**config.mk**
```make
export PLATFORM = sky130hd
export DESIGN_NAME = utf8_canonical_validator_flat
export DESIGN_NICKNAME = d
export VERILOG_FILES = /design/src/rtl/u8cv_pkg.sv /design/src/rtl/u8cv_ifs.sv /design/src/rtl/utf8_canonical_validator.sv /design/src/flat_wrapper.sv
export SDC_FILE = /design/constraint.sdc
export NUM_CORES = 1
export LEC_CHECK = 0
export ABC_AREA = 1
export BUFFER_PORTS_ARGS = -buffer_cell sky130_fd_sc_hd__buf_2
export CAP_MARGIN = 20
export CORE_MARGIN = 5
export CORE_UTILIZATION = 38
export CTS_BUF_LIST = sky130_fd_sc_hd__clkbuf_2
export CTS_CLUSTER_DIAMETER = 120
export CTS_CLUSTER_SIZE = 24
export DETAILED_ROUTE_END_ITERATION = 6
export GPL_ROUTABILITY_DRIVEN = 0
export PLACE_DENSITY_LB_ADDON = 0.2
export SLEW_MARGIN = 20
export SYNTH_ARGS = -nofsm -noshare
export SYNTH_HDL_FRONTEND = slang
export SYNTH_SLANG_ARGS = --single-unit
```
**constraint.sdc**
```tcl
create_clock -name i_clk -period 2.4 [get_ports i_clk]
set_clock_uncertainty 0.15 [all_clocks]
set_input_delay 0.36 -clock i_clk [delete_from_list [all_inputs] [get_ports i_clk]]
set_output_delay 0.36 -clock i_clk [all_outputs]
set_load 0.02 [all_outputs]
```
**src/rtl/u8cv_pkg.sv**
```systemverilog
`timescale 1ns / 1ps
// ----------------------------------------------------------------------------
// u8cv_pkg
// Types and constants shared by the UTF-8 canonical validator and its channels.
// ----------------------------------------------------------------------------
package u8cv_pkg;

    typedef logic [7:0]  t_byte;
    typedef logic [1:0]  t_count;
    typedef logic [20:0] t_scalar;

    // Lead byte ranges
    localparam t_byte LEAD2_LO = 8'hC2;
    localparam t_byte LEAD2_HI = 8'hDF;
    localparam t_byte LEAD3_LO = 8'hE0;
    localparam t_byte LEAD3_HI = 8'hEF;
    localparam t_byte LEAD4_LO = 8'hF0;
    localparam t_byte LEAD4_HI = 8'hF4;
    localparam t_byte NUL_BYTE = 8'h00;

    // Continuation bytes are 10xxxxxx
    localparam logic [1:0] CONT_TAG = 2'b10;

    // Length classes: number of continuation bytes in the sequence
    localparam t_count CLASS_NONE = 2'd0;
    localparam t_count CLASS_TWO  = 2'd1;
    localparam t_count CLASS_THREE = 2'd2;
    localparam t_count CLASS_FOUR = 2'd3;

    localparam t_scalar MIN_TWO    = 21'h00080;
    localparam t_scalar MIN_THREE  = 21'h00800;
    localparam t_scalar MIN_FOUR   = 21'h10000;
    localparam t_scalar SCALAR_MAX = 21'h10FFFF;
    localparam t_scalar SURR_LO    = 21'h0D800;
    localparam t_scalar SURR_HI    = 21'h0DFFF;

    function automatic t_scalar class_minimum(input t_count cls);
        t_scalar m;
        case (cls)
            CLASS_TWO:   m = MIN_TWO;
            CLASS_THREE: m = MIN_THREE;
            default:     m = MIN_FOUR;
        endcase
        return m;
    endfunction

endpackage

```
**src/rtl/u8cv_ifs.sv**
```systemverilog
`timescale 1ns / 1ps
// ----------------------------------------------------------------------------
// u8cv channel interfaces
// Valid/ready channels for input bytes and for the string verdict.
// ----------------------------------------------------------------------------
interface u8cv_byte_if;
    import u8cv_pkg::*;

    logic  valid;
    logic  ready;
    t_byte data_byte;
    logic  last_byte;

    modport source (output valid, output data_byte, output last_byte, input ready);
    modport sink   (input valid, input data_byte, input last_byte, output ready);
endinterface

interface u8cv_verdict_if;
    logic valid;
    logic ready;
    logic string_valid;

    modport source (output valid, output string_valid, input ready);
    modport sink   (input valid, input string_valid, output ready);
endinterface

```
**src/rtl/utf8_canonical_validator.sv**
```systemverilog
`timescale 1ns / 1ps
// ----------------------------------------------------------------------------
// utf8_canonical_validator
// Streaming check of a byte string for shortest-form UTF-8 without NUL.
// ----------------------------------------------------------------------------
// Takes one byte per beat, every cycle unless a stalled verdict holds the
// input register, with last_byte marking the end of the string. Each byte
// lands in an input register; as it leaves that register the decode state
// (pending continuations, partial scalar, length class, sticky failure) is
// updated from it, and on the last byte a single verdict beat is loaded into
// the output register and the state returns to reset. Throughput is one byte
// per cycle while the input register is not held. A stalled verdict holds the
// input register only when another last byte is waiting behind it. An empty
// string produces no beats and no verdict.
// ----------------------------------------------------------------------------
module utf8_canonical_validator (
    input  logic                   i_clk,
    input  logic                   i_rst_n,
    u8cv_byte_if.sink              i_byte_if,
    u8cv_verdict_if.source         o_verdict_if
);
    import u8cv_pkg::*;

    // input register
    logic    r_s1_valid;
    t_byte   r_s1_byte;
    logic    r_s1_last;

    // decode state
    t_count  r_pend, n_pend;
    t_count  r_cls, n_cls;
    t_scalar r_ps, n_ps;
    logic    r_fail, n_fail;

    // output register
    logic    r_o_valid;
    logic    r_o_ok;

    logic    s1_fire;
    logic    in_fire;
    t_scalar shifted;

    assign s1_fire = r_s1_valid && (!r_s1_last || !r_o_valid || o_verdict_if.ready);
    assign i_byte_if.ready = !r_s1_valid || s1_fire;
    assign in_fire = i_byte_if.valid && i_byte_if.ready;

    assign o_verdict_if.valid        = r_o_valid;
    assign o_verdict_if.string_valid = r_o_ok;

    assign shifted = {r_ps[14:0], r_s1_byte[5:0]};

    always_comb begin
        n_pend = r_pend;
        n_cls  = r_cls;
        n_ps   = r_ps;
        n_fail = r_fail;
        if (r_pend == 2'd0) begin
            if (!r_s1_byte[7]) begin
                if (r_s1_byte == NUL_BYTE) n_fail = 1'b1;
            end else if (r_s1_byte inside {[LEAD2_LO:LEAD2_HI]}) begin
                n_pend = 2'd1;
                n_cls  = CLASS_TWO;
                n_ps   = {16'd0, r_s1_byte[4:0]};
            end else if (r_s1_byte inside {[LEAD3_LO:LEAD3_HI]}) begin
                n_pend = 2'd2;
                n_cls  = CLASS_THREE;
                n_ps   = {17'd0, r_s1_byte[3:0]};
            end else if (r_s1_byte inside {[LEAD4_LO:LEAD4_HI]}) begin
                n_pend = 2'd3;
                n_cls  = CLASS_FOUR;
                n_ps   = {18'd0, r_s1_byte[2:0]};
            end else begin
                n_fail = 1'b1;
            end
        end else if (r_s1_byte[7:6] != CONT_TAG) begin
            // bad continuation: drop the sequence, byte is not reread
            n_fail = 1'b1;
            n_pend = 2'd0;
            n_cls  = CLASS_NONE;
            n_ps   = '0;
        end else begin
            n_pend = r_pend - 2'd1;
            n_ps   = shifted;
            if (r_pend == 2'd1) begin
                if (shifted < class_minimum(r_cls) || shifted > SCALAR_MAX ||
                    (shifted >= SURR_LO && shifted <= SURR_HI))
                    n_fail = 1'b1;
                n_cls = CLASS_NONE;
                n_ps  = '0;
            end
        end
    end

    always_ff @(posedge i_clk) begin
        if (in_fire) begin
            r_s1_byte <= i_byte_if.data_byte;
            r_s1_last <= i_byte_if.last_byte;
        end
        if (s1_fire && r_s1_last) begin
            r_o_ok <= !(n_fail || (n_pend != 2'd0));
        end
        if (!i_rst_n) begin
            r_s1_valid <= 1'b0;
            r_o_valid  <= 1'b0;
            r_pend     <= 2'd0;
            r_cls      <= CLASS_NONE;
            r_ps       <= '0;
            r_fail     <= 1'b0;
        end else begin
            if (in_fire) begin
                r_s1_valid <= 1'b1;
            end else if (s1_fire) begin
                r_s1_valid <= 1'b0;
            end

            if (s1_fire && r_s1_last) begin
                r_o_valid <= 1'b1;
            end else if (o_verdict_if.ready) begin
                r_o_valid <= 1'b0;
            end

            if (s1_fire) begin
                if (r_s1_last) begin
                    r_pend <= 2'd0;
                    r_cls  <= CLASS_NONE;
                    r_ps   <= '0;
                    r_fail <= 1'b0;
                end else begin
                    r_pend <= n_pend;
                    r_cls  <= n_cls;
                    r_ps   <= n_ps;
                    r_fail <= n_fail;
                end
            end
        end
    end

    // pending continuations never exceed the length class of the sequence
    a_pend_le_cls: assert property (@(posedge i_clk) disable iff (!i_rst_n)
        r_pend <= r_cls)
        else $error("pending continuations exceed length class");

    // outside a sequence no scalar bits are held
    a_ps_idle: assert property (@(posedge i_clk) disable iff (!i_rst_n)
        (r_pend == 2'd0) |-> (r_ps == '0 && r_cls == CLASS_NONE))
        else $error("stale scalar outside a sequence");

    // the last byte leaves the decode state clean
    a_last_clears: assert property (@(posedge i_clk) disable iff (!i_rst_n)
        (s1_fire && r_s1_last) |=> (r_pend == 2'd0 && !r_fail))
        else $error("state not cleared after last byte");

    // a verdict beat only follows a processed last byte
    a_verdict_src: assert property (@(posedge i_clk) disable iff (!i_rst_n)
        $rose(r_o_valid) |-> $past(s1_fire && r_s1_last))
        else $error("verdict without last byte");

endmodule
```
**src/flat_wrapper.sv**
```systemverilog
// flat-port wrapper written by rule: the top's interface ports become plain ports
module utf8_canonical_validator_flat import u8cv_pkg::*;
  (i_clk, i_rst_n, i_byte_if_valid, i_byte_if_data_byte, i_byte_if_last_byte, i_byte_if_ready, o_verdict_if_valid, o_verdict_if_string_valid, o_verdict_if_ready);
  u8cv_byte_if i_byte_if_i ();
  u8cv_verdict_if o_verdict_if_i ();
  input  logic i_clk;
  input  logic i_rst_n;
  input wire logic [$bits(i_byte_if_i.valid)-1:0] i_byte_if_valid;
  input wire logic [$bits(i_byte_if_i.data_byte)-1:0] i_byte_if_data_byte;
  input wire logic [$bits(i_byte_if_i.last_byte)-1:0] i_byte_if_last_byte;
  output wire logic [$bits(i_byte_if_i.ready)-1:0] i_byte_if_ready;
  output wire logic [$bits(o_verdict_if_i.valid)-1:0] o_verdict_if_valid;
  output wire logic [$bits(o_verdict_if_i.string_valid)-1:0] o_verdict_if_string_valid;
  input wire logic [$bits(o_verdict_if_i.ready)-1:0] o_verdict_if_ready;
  assign i_byte_if_i.valid = i_byte_if_valid;
  assign i_byte_if_i.data_byte = i_byte_if_data_byte;
  assign i_byte_if_i.last_byte = i_byte_if_last_byte;
  assign i_byte_if_ready = i_byte_if_i.ready;
  assign o_verdict_if_valid = o_verdict_if_i.valid;
  assign o_verdict_if_string_valid = o_verdict_if_i.string_valid;
  assign o_verdict_if_i.ready = o_verdict_if_ready;
  utf8_canonical_validator u_core (.i_clk(i_clk), .i_rst_n(i_rst_n), .i_byte_if(i_byte_if_i), .o_verdict_if(o_verdict_if_i));
endmodule
```
==> flow_summary.toml, run 1 <==
[floorplanning]
dieWidth_um = 77.2
ios = 16
start_util_pct = 39.4
fp.coreArea_um2 = 4350
die_h_um = 77.2
die-area_um2 = 5960
rows = 24

[min_path]
hold_path_class = "input pin to flip-flop"

[clock_network]
clk_pin_slew_worst_paths_ps = 160
numCtsBuffers = 5
cts_buffer_depth = 2
cts_tree = "yes"
postCtsSetupBuffers = 0
clockRootBuffer = "clkbuf_2"
clock_latency_ps = 350
cts_max_level = 2
cts_num_sinks = 32

[worst_setup_path]
crit_type = "flip-flop to flip-flop"
cp_slowest_cell = "dfxtp_1"
r2r_slack_ps = 390
crit_family = "adder cells"
critPathBufInv = 2
crit_chain = "inv_1 > ha_1 > inv_1 > ha_1 > a21oi_1 > o21ai_0 > nor2_1 > nand2_1 > nand2_1 > nand2_1 > nand2_1 > nor3_1"
crit_fanout = 3
cp_slowest_stage_delay_ps = 380
setup.worst_path.start_class = "flip-flop"
endpoint_kind = "flip-flop"
arrival_ps = 1980
crit_top_cell = "nand2_1"
cp_data_required_time_ps = 2370

[sta]
tns_ps = 0
fmax_mhz = 499
setup_violations = 0
tightest_slew_ps = 526
rsz0062_at_grt = "no"
relSlewSlack_pct = 64.9
post-route-period-util_pct = 83.5
period_minus_slack_ps = 2010
slew_violations = 0
fin_hold_ws_ps = 127
hold_viol_final = 0

[layout]
num_antenna_cells = 0
area_growth_pct = 13.9
drive_gt1_share_pct = 15.6
multi_input_area_um2 = 803
ff_latch_area_um2 = 741
layout_common_cells = "nand2_1, nor2_1, inv_1"
finalNetCount = 275
fillers = 437
layout_commonest_cell = "nand2_1"

[grt]
grtUsageTotal_pct = 13.4
grt_start_max_net_pins = 18
grt_pass1_wl_um = 6470
grt_antenna_before_repair = 0
overflow = 0
grt_pass1_vias = 1432

[yosys]
syn-num-nets = 247
syn_area_um2 = 1720
synth_xor_area_share_pct = 0
synth_top_area_share_pct = 25.7
synthMuxAreaShare_pct = 0
synth_area_leaders = "dfxtp_1, edfxtp_1, nand2_1"
netlist_instances = 228
synth-simple-area-share_pct = 29.7
synth_compound_area_share_pct = 12.8
yosys.area.top_type = "dfxtp_1"
syn_avg_cell_area_um2 = 7.53
ys_seq_area_share_pct = 43.1
yosysWarnings = 0
synth_top_family_by_area = "simple AND/OR/NAND/NOR gates"
synthAdderAreaFrac_pct = 4.37
synth-seq-cells = 32
synth.distinct_cells = 27

[pwr]
p_comb_share_pct = 13.8
powerDensity_nw_per_um2 = 502
p_leak_nw = 0.863
switching_share_pct = 27.4
internal_power_w = 0.000713
clock_power_share_pct = 25.5
power_frac_seq_pct = 60.7
peakVddDrop_mv = 0.385
power_switching_w = 0.000269

[detailed_routing]
drc = 0
detail-route-antenna-nets = 0
vias_per_cell = 4.68
routed_wl_um = 3550
vias = 1447
drt_iter0_drc = 44
dr.pass1.iters = 4
wl_per_cell_um = 11.5

[run]
maxCapViolations = 0

[status]
status = "completed"

[placement]
io_buffers = 15
place_hpwl_um = 2620
[registers in the layout (all words and copies together) (netlist names)]
register,count
u_core.r_pend,2
u_core.r_s1_byte,8
u_core.r_cls,2
u_core.o_verdict_if.valid,1
u_core.r_fail,1
u_core.r_ps,15
u_core.o_verdict_if.string_valid,1
u_core.r_s1_last,1
u_core.r_s1_valid,1
[timing repair]
item | 4_1_cts | 5_1_grt
hold endpoints to repair | 9 | 0
gates resized for setup | 0 | 0
hold buffers | 9 | 0
[area by class of cell]
| type | count | area share (%) |
|---|---|---|
| tap | 52 | 3.33 |
| clock inverter | 1 | 0.192 |
| multi-input combinational | 156 | 41.1 |
| clock buffer | 7 | 1.79 |
| timing repair buffer | 25 | 8.83 |
| sequential | 32 | 37.9 |
| inverter | 36 | 6.91 |
[worst register-to-register path, cell delays in order (launching register included)]
cell,delay (ps)
dfxtp_1,380
inv_1,50
ha_1,270
inv_1,40
ha_1,300
a21oi_1,140
o21ai_0,90
nor2_1,90
nand2_1,60
nand2_1,50
nand2_1,40
nand2_1,70
nor3_1,60
[routing by layer]
metal | wire length, um | global-route usage [%] | up-vias
li1 | - | - | 778
met1 | 1650 | 16.2 | 645
met2 | 1750 | 23.1 | 20
met3 | 126 | 3.51 | 4
met4 | 29 | 4.12 | 0
met5 | 0 | 0 | -
[synth_stat cells, drive strengths merged]
| master | count |
|---|---|
| a21oi | 23 |
| a31oi | 1 |
| buf | 3 |
| clkbuf | 1 |
| dfxtp | 22 |
| edfxtp | 10 |
| ha | 6 |
| inv | 36 |
| nand2 | 55 |
| nand3 | 16 |
| nand3b | 1 |
| nand4 | 1 |
| nor2 | 37 |
| nor3 | 3 |
| o211ai | 1 |
| o21ai | 10 |
| o22ai | 1 |
| or2 | 1 |
[power by group through the flow]
| stage | registers (W) | clock network, W | logic [W] |
|---|---|---|---|
| floorplan | 0.000605 | 0 | 0.0000958 |
| global placement | 0.000608 | 0 | 0.000123 |
| detailed placement | 0.000608 | 0 | 0.000125 |
| CTS | 0.000597 | 0.000272 | 0.000136 |
| global route | 0.000600 | 0.000291 | 0.000158 |
| finish | 0.000596 | 0.000250 | 0.000136 |
[path summary, 6_finish.rpt]
check                               start                                         end  cells after the start
max          u_core.r_cls[0]$_SDFFE_PN0P_  u_core.o_verdict_if.string_valid$_DFFE_PP_                     12
min                               i_rst_n      u_core.o_verdict_if.valid$_SDFFE_PN0P_                      3
max reg2reg  u_core.r_cls[0]$_SDFFE_PN0P_  u_core.o_verdict_if.string_valid$_DFFE_PP_                     12
min reg2reg    u_core.r_fail$_SDFFE_PN0P_                  u_core.r_fail$_SDFFE_PN0P_                      2
[kinds of logic (layout without fill, tap and decap cells)]
group | after synthesis | in the layout
and+or+nand+nor | 114 | 114
buffers and inverters | 40 | 69
AOI/OAI and AO/OA | 36 | 36
DFF | 32 | 32
adders and majority gates | 6 | 6
[metrics by stage]
| step | utilization (%) | total power, W | instance area, um^2 | worst slack [ps] | std cells |
|---|---|---|---|---|---|
| finish | 44.9 | 0.000982 | 1960 | 395 | 309 |
| global route | 44.9 | 0.00105 | 1960 | 162 | 309 |
| CTS | 44.9 | 0.00100 | 1960 | 400 | 309 |
| detailed placement | 42.0 | 0.000733 | 1830 | 412 | 292 |
| global placement | 42.0 | 0.000731 | 1830 | 462 | 292 |
| floorplan | - | 0.000701 | 1720 | 523 | 228 |
Power figures use the tool's default switching activity.
==> inputs of run 2 (changes only) <==
==> constraint.sdc (replaced) <==
create_clock -name i_clk -period 1.8 [get_ports i_clk]
set_clock_uncertainty 0.15 [all_clocks]
set_input_delay 0.27 -clock i_clk [delete_from_list [all_inputs] [get_ports i_clk]]
set_output_delay 0.27 -clock i_clk [all_outputs]
set_load 0.02 [all_outputs]
==> run 2 against run 1 <==
  * The run now ends with negative setup slack left
  * Die area is the same
  * Core utilization grew 9.2 points
  * Non-clock buffer count grew 23
  * First-iteration DRC count grew 36%
  * Largest cell class unchanged
==> flow_summary.toml, run 2 (synthesis results as in run 1) <==
[status]
status = "finished, violations left"
violations = "negative setup slack"

[detailed_routing]
dr.pass1.iters = 4
drt_iter0_drc = 60
wl_per_cell_um = 12.2
vias = 1563
detail-route-antenna-nets = 0
vias_per_cell = 4.69
drc = 0
routed_wl_um = 4060

[sta]
setup_violations = 2
rsz0062_at_grt = "yes"
slew_violations = 0
relSlewSlack_pct = 59.6
post-route-period-util_pct = 106
setup_slack_ps = -103
period_minus_slack_ps = 1900
fmax_mhz = 526
tightest_slew_ps = 606
hold_viol_final = 0

[placement]
place_worst_setup_slack_ps = -98.9
place_hpwl_um = 2700
io_buffers = 15

[grt]
grt_antenna_before_repair = 0
grt_pass1_wl_um = 6290
grt_pass1_vias = 1452
overflow = 0
grt_start_max_net_pins = 17
grtUsageTotal_pct = 13.0

[pwr]
power_w = 0.00139
p_leak_nw = 1.01
peakVddDrop_mv = 0.415
powerDensity_nw_per_um2 = 591

[layout]
top_regs = "u_core.r_ps x15, u_core.r_s1_byte x8"
area_growth_pct = 37.2
finalNetCount = 299
largest_register = "u_core.r_ps"
final_core_util_pct = 54.1
drive_gt1_share_pct = 38.1
num_antenna_cells = 0
layout_commonest_cell = "nand2_1"
largest_reg_flops = 15
layout_common_cells = "nand2_1, inv_1, nor2_1"

[worst_setup_path]
crit_type = "flip-flop to flip-flop"
setup.worst_path.start_class = "flip-flop"
crit_chain = "inv_2 > ha_4 > inv_2 > ha_4 > a21oi_2 > o21ai_1 > nor2_1 > nand2_1 > nand2_1 > nand2_1 > nand2_2 > nor3_2"
crit_family = "adder cells"
crit_fanout = 3
endpoint_kind = "flip-flop"
cp_slowest_cell = "dfxtp_2"
arrival_ps = 1890
critPathLaunch = "u_core.r_cls[0]$_SDFFE_PN0P_"
cp_data_required_time_ps = 1780
crit_top_cell = "nand2_1"
cp_slowest_stage_delay_ps = 370
critPathBufInv = 2
reg2reg_from = "u_core.r_cls[0]$_SDFFE_PN0P_"

[floorplanning]
die_h_um = 77.2
fp.coreArea_um2 = 4350
rows = 24
ios = 16
die-area_um2 = 5960
start_util_pct = 39.4
dieWidth_um = 77.2

[clock_network]
cts_tree = "yes"
clockRootBuffer = "clkbuf_2"
cts_buffer_depth = 2
numCtsBuffers = 5
clk_pin_slew_worst_paths_ps = 170
clock_latency_ps = 370
cts_max_level = 2
cts_num_sinks = 32

[min_path]
min-delay-start = "i_byte_if_valid"
hold_path_class = "input pin to flip-flop"

[run]
maxCapViolations = 0
-- run 2: cell count changes in the layout (fill, tap and decap cells not counted), moves of 3 or more --
| cell | change |
|---|---|
| nand2_1 | -4 |
| a21oi_2 | +9 |
| a21oi_1 | -9 |
| nor2_1 | -7 |
| buf_4 | +19 |
| o21ai_0 | -5 |
| o21ai_2 | +4 |
| ha_1 | -3 |
| buf_6 | +4 |
| nor2_2 | +6 |
| nand3_2 | +9 |
| nand3_1 | -10 |
-- run 2: power breakdown --
part	total (W)	switching (W)	internal, W
clock	0.000333	0.000246	0.0000870
sequential	0.000798	0.0000238	0.000775
combinational	0.000261	0.000144	0.000117
total	0.00139	0.000414	0.000979
-- run 2: worst paths after layout --
check	end	slack, ps	cells past startpoint
worst max-delay path	u_core.o_verdict_if.string_valid$_DFFE_PP_	-100	12
worst min-delay path	u_core.r_s1_valid$_SDFFE_PN0P_	30	3
worst max register to register	u_core.o_verdict_if.string_valid$_DFFE_PP_	-100	12
worst min register to register	u_core.r_fail$_SDFFE_PN0P_	350	2
-- run 2: area by class of cell --
class / count / area, um^2
multi-input combinational: 157 / 1010
clock buffer: 5 / 25.0
clock inverter: 3 / 13.8
inverter: 36 / 138
timing repair buffer: 48 / 360
fill: 403 / 2000
sequential: 32 / 743
tap: 52 / 65.1
-- run 2: routing by layer --
layer | share of wire [%] | up-vias | global-route usage (%)
li1 | - | 829 | -
met4 | 0.96 | 0 | 4.98
met1 | 44 | 711 | 16.0
met3 | 2.7 | 5 | 3.75
met2 | 52 | 18 | 21.5
met5 | 0 | - | 0
-- run 2: worst register-to-register path, delay by kind of cell, from the launching register on --
family	cells	cell delay, ps
adders and majority gates	2	490
and+or+nand+nor	6	400
DFF	1	370
AOI/OAI and AO/OA	2	180
buffers and inverters	2	80
-- run 2: stage by stage --
| stage | cell area (um^2) | hold WS (ps) | TNS (ps) | cells |
|---|---|---|---|---|
| after floorplan | 1730 | 218 | 0 | 228 |
| after global placement | 1920 | 296 | -60.2 | 303 |
| after detailed placement | 1920 | 299 | -125 | 303 |
| after CTS | 2120 | 10.2 | -165 | 325 |
| after global routing | 2360 | 4.13 | -1590 | 333 |
| final | 2360 | 32.5 | -168 | 333 |
-- run 2: timing repair --
action	in CTS	in global routing
endpoints found under the setup margin	11	22
cloned	0	1
setup buffers	5	7
hold buffers	9	0
endpoints found under the hold margin	9	0
pin swaps	8	22
resized for setup	8	46
==> inputs of run 3 (changes only) <==
==> constraint.sdc (replaced) <==
create_clock -name i_clk -period 2.2 [get_ports i_clk]
set_clock_uncertainty 0.15 [all_clocks]
set_input_delay 0.33 -clock i_clk [delete_from_list [all_inputs] [get_ports i_clk]]
set_output_delay 0.33 -clock i_clk [all_outputs]
set_load 0.02 [all_outputs]
==> run 3 against run 2 <==
  * Cell area down 16%
  * Clock-buffer cell count is 2 higher
  * Fmax shrank 7.6%
  * Global-route usage is 0.11 points higher
  * Register-to-register slack better by 240 ps
  * Hold slack better by 39 ps
  * Sequential power shrank 19%
  * Cell count is 6.3% lower
  * The flow now finishes without violations
  * Sequential share of layout area rose by 5.9 points
==> flow_summary.toml, run 3 (synthesis results as in run 1) <==
[worst_setup_path]
cp_slowest_cell = "dfxtp_2"
crit_chain = "inv_1 > ha_1 > inv_1 > ha_1 > a21oi_1 > o21ai_0 > nor2_1 > nand2_1 > nand2_1 > nand2_1 > nand2_1 > nor3_1"
arrival_ps = 2030
endpoint_kind = "flip-flop"
cp_slowest_stage_delay_ps = 370
crit_fanout = 3
crit_type = "flip-flop to flip-flop"
cp_data_required_time_ps = 2170
crit_top_cell = "nand2_1"
setup.worst_path.start_class = "flip-flop"

[detailed_routing]
wl_per_cell_um = 11.4
dr.pass1.iters = 4
vias = 1434
detail-route-antenna-nets = 0
drc = 0
routed_wl_um = 3540
drt_iter0_drc = 61
vias_per_cell = 4.60

[pwr]
internal_power_w = 0.000780
p_comb_share_pct = 13.8
peakVddDrop_mv = 0.396
switching_share_pct = 28.0
power_switching_w = 0.000303
clock_power_share_pct = 26.1
power_frac_seq_pct = 60.1
p_leak_nw = 0.880
powerDensity_nw_per_um2 = 547

[floorplanning]
ios = 16
die-area_um2 = 5960
die_h_um = 77.2
dieWidth_um = 77.2
start_util_pct = 39.4
rows = 24
fp.coreArea_um2 = 4350

[clock_network]
numCtsBuffers = 5
cts_max_level = 2
cts_tree = "yes"
clock_latency_ps = 370
cts_num_sinks = 32
cts_buffer_depth = 2
clk_pin_slew_worst_paths_ps = 180
clockRootBuffer = "clkbuf_2"

[sta]
rsz0062_at_grt = "no"
setup_violations = 0
setup_slack_ps = 141
relSlewSlack_pct = 65.7
tightest_slew_ps = 514
fin_hold_ws_ps = 71.9
tns_ps = 0
hold_viol_final = 0
period_minus_slack_ps = 2060
slew_violations = 0
fmax_mhz = 486
post-route-period-util_pct = 93.6

[layout]
layout_common_cells = "nand2_1, nor2_1, inv_1"
drive_gt1_share_pct = 16.9
top_regs = "u_core.r_ps x15, u_core.r_s1_byte x8"
final_core_util_pct = 45.5
layout_commonest_cell = "nand2_1"
largest_register = "u_core.r_ps"
num_antenna_cells = 0
finalNetCount = 278
area_growth_pct = 15.3
largest_reg_flops = 15

[placement]
place_hpwl_um = 2600
io_buffers = 15
place_worst_setup_slack_ps = 163

[grt]
grt_pass1_vias = 1434
overflow = 0
grt_pass1_wl_um = 6300
grtUsageTotal_pct = 13.1
grt_antenna_before_repair = 0
grt_start_max_net_pins = 17

[run]
maxCapViolations = 0

[min_path]
hold_path_class = "input pin to flip-flop"

[status]
status = "completed"
run 3: changes by cell type in the layout (fill, tap and decap cells not counted), sizes merged:
cell,delta
buf,-20
clkbuf,+2
clkinv,-2
nand2,-1
run 3: critical path, delay by kind of cell (launching register included):
family                   cells  cell delay (ps)
buffers and inverters        2               80
flip-flops                   1              370
AO/OA/AOI/OAI                2              240
AND/OR/NAND/NOR              6              390
adder cells (fa/ha/maj)      2              570
run 3: timing repair:
action                                  CTS  global route
buffers inserted                          0             1
gates resized for setup                   0             1
hold buffers                              9             0
hold endpoints to repair                  9             0
endpoints found under the setup margin    0             2
run 3: stage by stage:
stage / power, W / instance area, um^2 / instances
finish: 0.00108 / 1980 / 312
global route: 0.00114 / 1980 / 312
CTS: 0.00110 / 1970 / 311
detailed placement: 0.000800 / 1840 / 294
global placement: 0.000798 / 1840 / 294
floorplan: 0.000765 / 1720 / 228
run 3: path summary, 6_finish.rpt:
| kind | from | end | slack, ps | depth (start not counted) |
|---|---|---|---|---|
| max | u_core.r_cls[0]$_SDFFE_PN0P_ | u_core.o_verdict_if.string_valid$_DFFE_PP_ | 140 | 12 |
| min | i_byte_if_valid | u_core.r_s1_valid$_SDFFE_PN0P_ | 70 | 3 |
| max reg2reg | u_core.r_cls[0]$_SDFFE_PN0P_ | u_core.o_verdict_if.string_valid$_DFFE_PP_ | 140 | 12 |
| min reg2reg | u_core.r_fail$_SDFFE_PN0P_ | u_core.r_fail$_SDFFE_PN0P_ | 340 | 2 |
run 3: cell type report:
type,instances,area (um^2)
Timing Repair Buffer,28,195
Inverter,36,135
Sequential cell,32,742
Multi-Input combinational cell,156,803
Clock inverter,1,3.75
Tap cell,52,65.1
Clock buffer,7,35.0
Fill cell,447,2370
run 3: metal layers:
metal,wire length (um),up-vias,GRT usage [%]
li1,-,786,-
met1,1690,623,16.5
met2,1670,18,21.5
met3,129,7,3.51
met4,53,0,4.64
met5,0,-,0
run 3: power by group through the flow:
| stage | Combinational [W] | Sequential, W | Clock, W |
|---|---|---|---|
| after floorplan | 0.000105 | 0.000660 | 0 |
| after global placement | 0.000135 | 0.000663 | 0 |
| after detailed placement | 0.000136 | 0.000664 | 0 |
| after CTS | 0.000149 | 0.000651 | 0.000300 |
| after global routing | 0.000173 | 0.000654 | 0.000317 |
| final | 0.000149 | 0.000650 | 0.000283 |
